### config.mk
export PLATFORM = sky130hd
export DESIGN_NAME = sorted_insert_by_volume_top
export DESIGN_NICKNAME = d
export VERILOG_FILES = /design/src/sib_pkg.sv /design/src/sib_cell.sv /design/src/sib_chain.sv /design/src/sorted_insert_by_volume_top.sv
export SDC_FILE = /design/constraint.sdc
export NUM_CORES = 2
export LEC_CHECK = 0
export BUFFER_PORTS_ARGS = -buffer_cell sky130_fd_sc_hd__clkbuf_2
export CAP_MARGIN = 20
export CORE_ASPECT_RATIO = 0.6
export CORE_MARGIN = 10
export CORE_UTILIZATION = 30
export CTS_CLUSTER_SIZE = 40
export DETAILED_ROUTE_END_ITERATION = 8
export GPL_TIMING_DRIVEN = 0
export HOLD_SLACK_MARGIN = 0.02
export PLACE_DENSITY = 0.52
export SETUP_SLACK_MARGIN = 0.1
export SLEW_MARGIN = 20
export SYNTH_ARGS = -nofsm -noshare
export SYNTH_HDL_FRONTEND = slang
export SYNTH_HIERARCHICAL = 1
export SYNTH_SLANG_ARGS = --single-unit
### constraint.sdc
create_clock -name clk -period 11.58 [get_ports clk]
set_clock_uncertainty 0.15 [all_clocks]
set_input_delay 1.158 -clock clk [delete_from_list [all_inputs] [get_ports clk]]
set_output_delay 1.158 -clock clk [all_outputs]
set_load 0.005 [all_outputs]
### src/sib_pkg.sv
// Package for the ranked store-record list: field widths, item kind codes,
// cell entry and control types, and the sequencer state type.
// No dependencies.
`default_nettype none

package sib_pkg;

  localparam int KIND_W   = 2;
  localparam int STORE_W  = 16;
  localparam int CODE_W   = 32;
  localparam int PRICE_W  = 32;
  localparam int VOLUME_W = 32;
  localparam int RANK_W   = 5;

  localparam int IN_DATA_W  = STORE_W + CODE_W + PRICE_W + VOLUME_W;    // 112
  localparam int OUT_FLD_W  = RANK_W + STORE_W + PRICE_W + VOLUME_W;    // 85
  localparam int OUT_DATA_W = ((OUT_FLD_W + 7) / 8) * 8;                // 88
  localparam int OUT_USER_W = 2;

  localparam logic [KIND_W-1:0] KIND_OFFER = 2'd0;
  localparam logic [KIND_W-1:0] KIND_DUMP  = 2'd1;
  localparam logic [KIND_W-1:0] KIND_CLEAR = 2'd2;

  typedef struct packed {
    logic                valid;
    logic [STORE_W-1:0]  store;
    logic [PRICE_W-1:0]  price;
    logic [VOLUME_W-1:0] volume;
  } entry_t;

  // Commands broadcast to every cell; at most one is high in a cycle.
  typedef struct packed {
    logic ins;
    logic rot;
    logic clr;
  } ctl_t;

  // What the sequencer needs to see of the chain.
  typedef struct packed {
    entry_t head;
    logic   second_valid;
    logic   full;
  } chain_stat_t;

  typedef enum logic [1:0] {
    ST_IDLE,
    ST_EMIT,
    ST_SPIN
  } state_t;

endpackage

`default_nettype wire

### src/sib_cell.sv
// One cell of the insertion chain: holds one ranked entry.
// Depends on sib_pkg.
`default_nettype none

module sib_cell
  import sib_pkg::*;
(
  input  wire logic   clk,
  input  wire logic   rst,
  input  wire ctl_t   ctl,
  input  wire entry_t new_entry,
  input  wire entry_t prev_entry,
  input  wire logic   prev_cond,
  input  wire entry_t next_entry,
  output entry_t      entry,
  output logic        cond
);

  // The list is sorted descending with valid entries first, so cond is
  // low on a prefix of the chain and high on the rest.
  assign cond = !entry.valid || (entry.volume < new_entry.volume);

  always_ff @(posedge clk) begin
    if (rst) begin
      entry.valid <= 1'b0;
    end else if (ctl.clr) begin
      entry.valid <= 1'b0;
    end else if (ctl.rot) begin
      entry <= next_entry;
    end else if (ctl.ins && cond) begin
      if (prev_cond) begin
        entry <= prev_entry;
      end else begin
        entry <= '{valid:  1'b1,
                   store:  new_entry.store,
                   price:  new_entry.price,
                   volume: new_entry.volume};
      end
    end
  end

endmodule

`default_nettype wire

### src/sib_chain.sv
// Row of DEPTH insertion cells. Insert shifts the tail down by one cell;
// rotate moves every entry one cell toward the head, the head wrapping to the tail.
// Depends on sib_pkg and sib_cell.
`default_nettype none

module sib_chain
  import sib_pkg::*;
#(
  parameter int DEPTH = 16
) (
  input  wire logic   clk,
  input  wire logic   rst,
  input  wire ctl_t   ctl,
  input  wire entry_t new_entry,
  output chain_stat_t stat
);

  entry_t entries [DEPTH];
  logic   conds   [DEPTH];

  for (genvar i = 0; i < DEPTH; i++) begin : g_cell
    entry_t prev_e;
    logic   prev_c;
    entry_t next_e;

    if (i == 0) begin : g_first
      assign prev_e = new_entry;
      assign prev_c = 1'b0;
    end else begin : g_rest
      assign prev_e = entries[i-1];
      assign prev_c = conds[i-1];
    end

    assign next_e = entries[(i + 1) % DEPTH];

    sib_cell u_cell (
      .clk        (clk),
      .rst        (rst),
      .ctl        (ctl),
      .new_entry  (new_entry),
      .prev_entry (prev_e),
      .prev_cond  (prev_c),
      .next_entry (next_e),
      .entry      (entries[i]),
      .cond       (conds[i])
    );
  end

  assign stat.head         = entries[0];
  assign stat.second_valid = entries[1].valid;
  assign stat.full         = entries[DEPTH-1].valid;

endmodule

`default_nettype wire

### src/sorted_insert_by_volume_top.sv
// Top level of the ranked store-record list: stream ports, dump sequencer,
// output register and overflow flag around the insertion chain.
// Depends on sib_pkg and sib_chain.
//
//   Port group   Dir   Contents
//   s_*          in    request item: kind in tuser, record in tdata
//   m_*          out   ranked entry item, tlast on the final one of a dump
//   cfg_*        in    target product code register write
//
// An offer or a clear keeps the block idle, so the next item is accepted
// whenever the output is free. A dump rotates the cell chain once per cycle,
// DEPTH rotations in all, emitting the head entry on each rotation while
// entries remain; the block accepts nothing until the chain is back in order.
// An empty dump emits only the empty-list item, without rotating the chain.
// A stalled output holds the rotation. Reset is synchronous and empties the list.
`default_nettype none

module sorted_insert_by_volume_top
  import sib_pkg::*;
#(
  parameter int DEPTH = 16
) (
  input  wire logic                  clk,
  input  wire logic                  rst,
  input  wire logic                  cfg_we,
  input  wire logic [CODE_W-1:0]     cfg_wdata,
  input  wire logic                  s_tvalid,
  output logic                       s_tready,
  // store_id, product_code, price, sales_volume
  input  wire logic [IN_DATA_W-1:0]  s_tdata,
  // kind
  input  wire logic [KIND_W-1:0]     s_tuser,
  output logic                       m_tvalid,
  input  wire logic                  m_tready,
  // rank, store_id_res, price_res, sales_volume_res, zero pad
  output logic [OUT_DATA_W-1:0]      m_tdata,
  // empty_res, dropped
  output logic [OUT_USER_W-1:0]      m_tuser,
  output logic                       m_tlast
);

  localparam int KW = (DEPTH > 1) ? $clog2(DEPTH) : 1;

  logic [CODE_W-1:0] target;
  logic              overflow;
  state_t            state, state_next;
  logic [KW-1:0]     k;
  ctl_t              ctl;
  chain_stat_t       stat;
  entry_t            new_entry;

  logic [KIND_W-1:0]   in_kind;
  logic [CODE_W-1:0]   in_code;
  logic                acc;
  logic                out_free;
  logic                last_now;
  logic                load_out;
  logic                load_empty;
  logic [31:0]         rank_wide;
  logic [RANK_W-1:0]   rank;

  assign in_kind          = s_tuser;
  assign new_entry.valid  = 1'b1;
  assign new_entry.store  = s_tdata[STORE_W-1:0];
  assign in_code          = s_tdata[STORE_W +: CODE_W];
  assign new_entry.price  = s_tdata[STORE_W+CODE_W +: PRICE_W];
  assign new_entry.volume = s_tdata[STORE_W+CODE_W+PRICE_W +: VOLUME_W];

  assign out_free = !m_tvalid || m_tready;
  assign s_tready = (state == ST_IDLE) && out_free;
  assign acc      = s_tvalid && s_tready;
  assign last_now = (k == KW'(DEPTH - 1)) || !stat.second_valid;

  assign rank_wide = 32'(k) + 32'd1;
  assign rank      = rank_wide[RANK_W-1:0];

  sib_chain #(.DEPTH(DEPTH)) u_chain (
    .clk       (clk),
    .rst       (rst),
    .ctl       (ctl),
    .new_entry (new_entry),
    .stat      (stat)
  );

  always_comb begin
    state_next = state;
    unique case (state)
      ST_IDLE: begin
        if (acc && in_kind == KIND_DUMP && stat.head.valid) state_next = ST_EMIT;
      end
      ST_EMIT: begin
        if (out_free && last_now) begin
          state_next = (k == KW'(DEPTH - 1)) ? ST_IDLE : ST_SPIN;
        end
      end
      ST_SPIN: begin
        if (k == KW'(DEPTH - 1)) state_next = ST_IDLE;
      end
      default: state_next = ST_IDLE;
    endcase
  end

  always_comb begin
    ctl        = '0;
    load_out   = 1'b0;
    load_empty = 1'b0;
    unique case (state)
      ST_IDLE: begin
        ctl.ins    = acc && in_kind == KIND_OFFER && in_code == target;
        ctl.clr    = acc && in_kind == KIND_CLEAR;
        load_empty = acc && in_kind == KIND_DUMP && !stat.head.valid;
        load_out   = load_empty;
      end
      ST_EMIT: begin
        ctl.rot  = out_free;
        load_out = out_free;
      end
      ST_SPIN: begin
        ctl.rot = 1'b1;
      end
      default: ;
    endcase
  end

  always_ff @(posedge clk) begin
    if (rst) begin
      state    <= ST_IDLE;
      k        <= '0;
      target   <= '0;
      overflow <= 1'b0;
      m_tvalid <= 1'b0;
    end else begin
      state <= state_next;
      if (ctl.rot) begin
        k <= (k == KW'(DEPTH - 1)) ? '0 : k + KW'(1);
      end
      if (cfg_we) target <= cfg_wdata;
      if (ctl.clr) begin
        overflow <= 1'b0;
      end else if (ctl.ins && stat.full) begin
        overflow <= 1'b1;
      end
      if (load_out) begin
        m_tvalid <= 1'b1;
      end else if (m_tready) begin
        m_tvalid <= 1'b0;
      end
    end
  end

  always_ff @(posedge clk) begin
    if (load_out) begin
      if (load_empty) begin
        m_tdata <= '0;
        m_tuser <= {overflow, 1'b1};
        m_tlast <= 1'b1;
      end else begin
        m_tdata <= OUT_DATA_W'({stat.head.volume, stat.head.price,
                                stat.head.store, rank});
        m_tuser <= {overflow, 1'b0};
        m_tlast <= last_now;
      end
    end
  end

  // While emitting, the head cell always holds the next entry to send.
  a_emit_head_valid: assert property (@(posedge clk) disable iff (rst)
    state == ST_EMIT |-> stat.head.valid)
    else $error("dump reached an empty head cell");

  // The final spin step puts the chain back in rank order and frees the input.
  a_spin_ends: assert property (@(posedge clk) disable iff (rst)
    (state == ST_SPIN && k == KW'(DEPTH - 1)) |=> (state == ST_IDLE && k == '0))
    else $error("rotation did not finish after DEPTH steps");

  // An insert into a full list must raise the overflow flag.
  a_overflow_set: assert property (@(posedge clk) disable iff (rst)
    (ctl.ins && stat.full) |=> overflow)
    else $error("overflow flag missed on a full insert");

  // The empty-list item is always the only item of its dump.
  a_empty_is_last: assert property (@(posedge clk) disable iff (rst)
    (m_tvalid && m_tuser[0]) |-> m_tlast)
    else $error("empty item without last");

  // No insert or clear while the chain is rotating.
  a_no_ins_in_dump: assert property (@(posedge clk) disable iff (rst)
    ctl.rot |-> (!ctl.ins && !ctl.clr && !s_tready))
    else $error("chain command overlap during dump");

endmodule

`default_nettype wire
# Word-level counts from Yosys, hierarchy flattened
# Index checks and enable logic that the tools add are counted.
# totals
register_bits,1427
latchBits,0
ram_bits,0
romBits,0
inputBits,151
out_inout_bits,93
elab_cells,261
n_memories,0
# classes
addsub,2
n_mul,0
div,0
n_lt_le_gt_ge,16
eq_ne,9
shifts,0
mux,61
bitwise,2
n_reduce_logical,98
# op_table
op,count
2-to-1 mux 81 bit,47
less-than comparator 32 bit,16
AND reduction 3 bit,17
nonzero test 2 bit,17
== test 32 bit,1
logical AND 1 bit,26
logical OR 1 bit,18
zero test 1 bit,17
2-to-1 mux 2 bit,4
2-to-1 mux 1 bit,6
one-hot mux 2 bit (3 select lines),1
adder 4 x 1 -> 5 bit (second input constant),1
adder 4 x 1 -> 4 bit (second input constant),1
== test 2 x 1 -> 1 bit (second input constant),2
== test 2 bit (second input constant),2
== test 4 bit (second input constant),1
zero test 2 bit,2
2-to-1 mux 4 bit,1
!= test 2 bit (second input constant),2
one-hot mux 1 bit (2 select lines),2
!= test 2 x 1 -> 1 bit (second input constant),1
NOT 1 bit,2
OR reduction 2 bit,1

# Longest topological paths before layout
# depth
depth_word,10
depth_mapped,14
ltp_nobuf,13

# Modules after synthesis
# The synthesis kept the hierarchy.
# by_module_without_submodules
module,instances,cells_per_inst,area_per_inst_um2,seq_area_each_um2
sib_cell at u_chain.g_cell[0].u_cell ...,12,469,4875.9,2422.3
sib_cell at u_chain.g_cell[6].u_cell ...,4,473,4913.5,2422.3
sorted_insert_by_volume_top,1,394,5347.6,3443.3
sib_chain,1,1,3.8,0.0

# Least setup slack after synthesis
# OpenSTA, ideal clock, no wires.
# synth_timing
path_type,input to register
from,input port s_tdata[22]
to,register u_chain/g_cell[0].u_cell/entry[0] (netlist name) (enable)
setup_time_ps,637
t_arrival_ps,8625
required_ps,10793
slack_ps,2169
cell_stages,6
path_buffers,0
cell_sequence,xnor2_1 nand4_1 nor4_1 and4_1 nand2_1 o31ai_1
# synth_lines
item,line_no,source
"start, declared",sorted_insert_by_volume_top.sv:30,"input wire logic [IN_DATA_W-1:0] s_tdata,"
"end signal, assigned",sib_cell.sv:29,entry <= next_entry;
"end signal, assigned",sib_cell.sv:32,entry <= prev_entry;
"end signal, assigned",sib_cell.sv:34,"entry <= '{valid: 1'b1,"
"end, declared",sib_cell.sv:15,"output entry_t entry,"

==> reports/qor.log <==
INFO  clock_tree     cts_sinks=1424
INFO  synthesis      postSynthAreaPerCell=10.6um2
INFO  detailed_routing vias=67736
INFO  placed_design  numPlacedInstances=11992
INFO  detailed_routing wl_per_cell=26.6um
INFO  critical_path  timing.critical_path.required=12.00ns
INFO  placed_design  placed_area=91900um2
INFO  detailed_routing drc=0
INFO  detailed_routing post_route_antenna_net_violation_count=0
INFO  sta            timing.max_slew.rel_slack=13.7%
INFO  sta            final_min_period_over_clock_period=49.8%
INFO  power          share_comb_of_total_power=9.8%
INFO  grt            grt_antenna_before_repair=42
INFO  power          cellPowerDensity=126nW/um2
INFO  power          internal-power=9070uW
INFO  critical_path  critical_path_class=in -> reg
INFO  clock_tree     tritoncts.num_buffers=161
INFO  power          switching_power=3160uW
INFO  layout         final_layout_size_suffix_gt1_share=10.3%
INFO  die            core-area=276000um2
INFO  synthesis      synth.cell_area=83500um2
INFO  grt            first_pass_grt_wire_length=463000um
INFO  detailed_routing drt_wl_total=328000um
INFO  critical_path  worst-path-max-fanout=33
INFO  placed_design  port_buffers=239
INFO  clock_tree     clk_latency=0.87ns
INFO  clock_tree     clk_pin_slew=0.06ns
INFO  die            die_height=429um
INFO  run_status     run_status=completed
INFO  power          switching_share=25.8%
INFO  sta            fmax=173MHz
INFO  placed_design  dpl.hpwl=247000um
INFO  worst_hold_path hold_crit_depth=0
INFO  clock_tree     postCtsSetupBuffers=0
INFO  critical_path  rr_worst_depth=13
INFO  clock_tree     clock_tree.root_cell=sky130_fd_sc_hd__clkbuf_16
INFO  sta            rsz0062_at_grt=false
INFO  worst_hold_path hp-start=overflow
INFO  clock_tree     cts_repair_resize_count=0
INFO  layout         fillerInstances=27723
INFO  critical_path  r2r_setup_slack=6.54ns
INFO  layout         multi_input_area=37700um2
INFO  layout         area_growth_from_synthesis_to_final_layout=16.2%
INFO  layout         finish.cell_count_without_fillers=12295
INFO  clock_tree     cts_hold_buffers_added=0
INFO  synthesis      netlist_instances=7914
INFO  sta            final-max-slew-violation-count=0
INFO  worst_hold_path worst_hold_path.endpoint=m_tuser[1]
INFO  detailed_routing detail_route.vias_per_cell=5.51
INFO  sta            final-setup-viol-count=0
INFO  clock_tree     max-clock-path-buffers=4
INFO  die            die-area=301000um2
INFO  critical_path  reg2reg_from=state[1]
INFO  detailed_routing drt-pass1-iter-count=6
INFO  grt            gr-total-overflow=0
INFO  clock_tree     cts-htree-levels=4
INFO  sta            finalHoldViolations=0
INFO  die            start_util=30.3%
INFO  sta            fin_tns_setup=0ns
INFO  die            floorplan.die.width=701um
INFO  sta            timing_worst_slew_pin_value=1.28ns
INFO  sta            min_period=5.77ns
INFO  die            io-pin-count=244
INFO  grt            number_of_global_route_vias_before_repair=64815
INFO  power          ir_worst_vdd=0.102mV
INFO  placed_design  gp_congestion=0.908
INFO  worst_hold_path holdCritPathClass=reg -> reg
INFO  power          seq_power_share=47.7%
INFO  power          power.static_leakage=0.0421uW
INFO  grt            grt_start_max_net_pins=48
INFO  critical_path  data_arrival_at_the_endpoint_of_the_critical_path=6.19ns
INFO  grt            track_usage=20.7%
INFO  synthesis      yosys_warnings=6
INFO  run            max_cap_violations=0
INFO  detailed_routing first_iteration_detailed_routing_drc_count=9599
INFO  sta            hold_ws=0.300ns
INFO  die            core.rowCount=149
INFO  layout         seqCellArea=42200um2
INFO  power          p_clk_share=42.5%
INFO  critical_path  worst_r2r_endpoint=u_chain/g_cell[11].u_cell/entry[46]
INFO  clock_tree     cts_tree=done
INFO  layout         design.final.nets=9108
INFO  critical_path  setup.worst_path.end_class=register
INFO  layout         postLayoutCellArea=97000um2
INFO  critical_path  critPathLaunchType=primary input
[through the flow]
step	util (%)	power (uW)	setup slack, ns
6_report	35.2	12200	5.81
5_1_grt	35.1	12600	5.53
4_1_cts	35.1	12300	6.07
3_5_place_dp	33.3	7120	5.20
3_3_place_gp	32.4	7090	-5.96
2_1_floorplan	-	6520	2.17
[layout by cell type (no fill, tap or decap), types with 11 or more instances in the layout]
cell,n
sky130_fd_sc_hd__clkinv_2,18
sky130_fd_sc_hd__mux2i_1,1314
sky130_fd_sc_hd__o211ai_1,18
sky130_fd_sc_hd__clkinv_1,34
sky130_fd_sc_hd__o21a_1,16
sky130_fd_sc_hd__buf_2,138
sky130_fd_sc_hd__clkbuf_16,167
sky130_fd_sc_hd__and2_4,40
sky130_fd_sc_hd__and2_1,43
sky130_fd_sc_hd__a21oi_1,207
sky130_fd_sc_hd__xnor2_1,29
sky130_fd_sc_hd__a211oi_1,12
sky130_fd_sc_hd__buf_8,24
sky130_fd_sc_hd__nor2_1,119
sky130_fd_sc_hd__inv_1,525
sky130_fd_sc_hd__ha_1,500
sky130_fd_sc_hd__o21ai_0,1385
sky130_fd_sc_hd__nor4_2,11
sky130_fd_sc_hd__nand2b_1,28
sky130_fd_sc_hd__a21oi_2,12
sky130_fd_sc_hd__buf_16,35
sky130_fd_sc_hd__nor3_1,13
sky130_fd_sc_hd__edfxtp_1,1368
sky130_fd_sc_hd__dfxtp_1,56
sky130_fd_sc_hd__diode_2,23
sky130_fd_sc_hd__o31ai_4,12
sky130_fd_sc_hd__a211o_1,12
sky130_fd_sc_hd__clkbuf_2,274
sky130_fd_sc_hd__a221oi_2,12
sky130_fd_sc_hd__bufinv_16,12
sky130_fd_sc_hd__and4_1,16
sky130_fd_sc_hd__nand4_1,75
sky130_fd_sc_hd__clkbuf_1,303
sky130_fd_sc_hd__a31oi_1,14
sky130_fd_sc_hd__o311a_1,24
sky130_fd_sc_hd__a21o_1,24
sky130_fd_sc_hd__buf_6,67
sky130_fd_sc_hd__or4_1,12
sky130_fd_sc_hd__nand3_1,47
sky130_fd_sc_hd__nand2_1,1432
[critical path, stage by stage]
cell and delay [ns]:
sky130_fd_sc_hd__clkbuf_2 0.83, sky130_fd_sc_hd__inv_1 0.12, sky130_fd_sc_hd__ha_1 0.36, sky130_fd_sc_hd__nand4_2 0.21
sky130_fd_sc_hd__nor4_2 1.03, sky130_fd_sc_hd__nand2_1 0.47, sky130_fd_sc_hd__a31oi_2 0.72, sky130_fd_sc_hd__o21ai_1 0.10
sky130_fd_sc_hd__buf_2 0.38, sky130_fd_sc_hd__buf_2 0.36, sky130_fd_sc_hd__mux2i_1 0.27, sky130_fd_sc_hd__o21ai_0 0.11
[how the worst max path moves through the flow]
stage                  from                                 end  slack (ns)  cells past startpoint
2_1_floorplan   s_tdata[22]   u_chain/g_cell[0].u_cell/entry[0]        2.17                      6
3_3_place_gp    s_tdata[82]  u_chain/g_cell[0].u_cell/entry[59]       -5.96                      9
3_5_place_dp   s_tdata[110]  u_chain/g_cell[10].u_cell/entry[4]        5.20                     12
6_report       s_tdata[109]  u_chain/g_cell[7].u_cell/entry[68]        5.81                     12
5_1_grt        s_tdata[109]  u_chain/g_cell[10].u_cell/entry[4]        5.53                     12
4_1_cts        s_tdata[110]  u_chain/g_cell[10].u_cell/entry[4]        6.07                     12
[power groups by stage]
stage	Sequential [uW]	Combinational, uW	Clock [uW]
after CTS	5840	1180	5290
final	5830	1200	5190
after detailed placement	5950	1170	0
after global routing	5840	1300	5490
after floorplan	5960	566	0
after global placement	6020	1070	0
[layout make-up]
class,count,share of cell area [%]
plain buffers,452,2.05
diodes,23,0.0593
clock inverters,72,0.669
inverters,525,2.03
flip-flops and latches,1424,43.5
repair buffers,378,3.56
multi-input cells,5515,38.9
well taps,3699,4.77
clock buffers,207,4.48
[per-layer routing]
layer | track usage [%] | up-vias | wire [um]
met5 | 0 | - | 132
met4 | 5.39 | 24 | 9170
li1 | - | 29745 | -
met2 | 26.3 | 3777 | 120000
met3 | 6.78 | 397 | 43500
met1 | 32.4 | 33793 | 155000
[sequential cells by signal (all words and copies together) (netlist names)]
signal	flops
k	4
m_tdata	85
m_tlast	1
m_tuser	2
m_tvalid	1
overflow	1
state	2
target	32
u_chain/g_cell.u_cell/entry	1296
No activity file was read; power rests on OpenSTA's default activity.
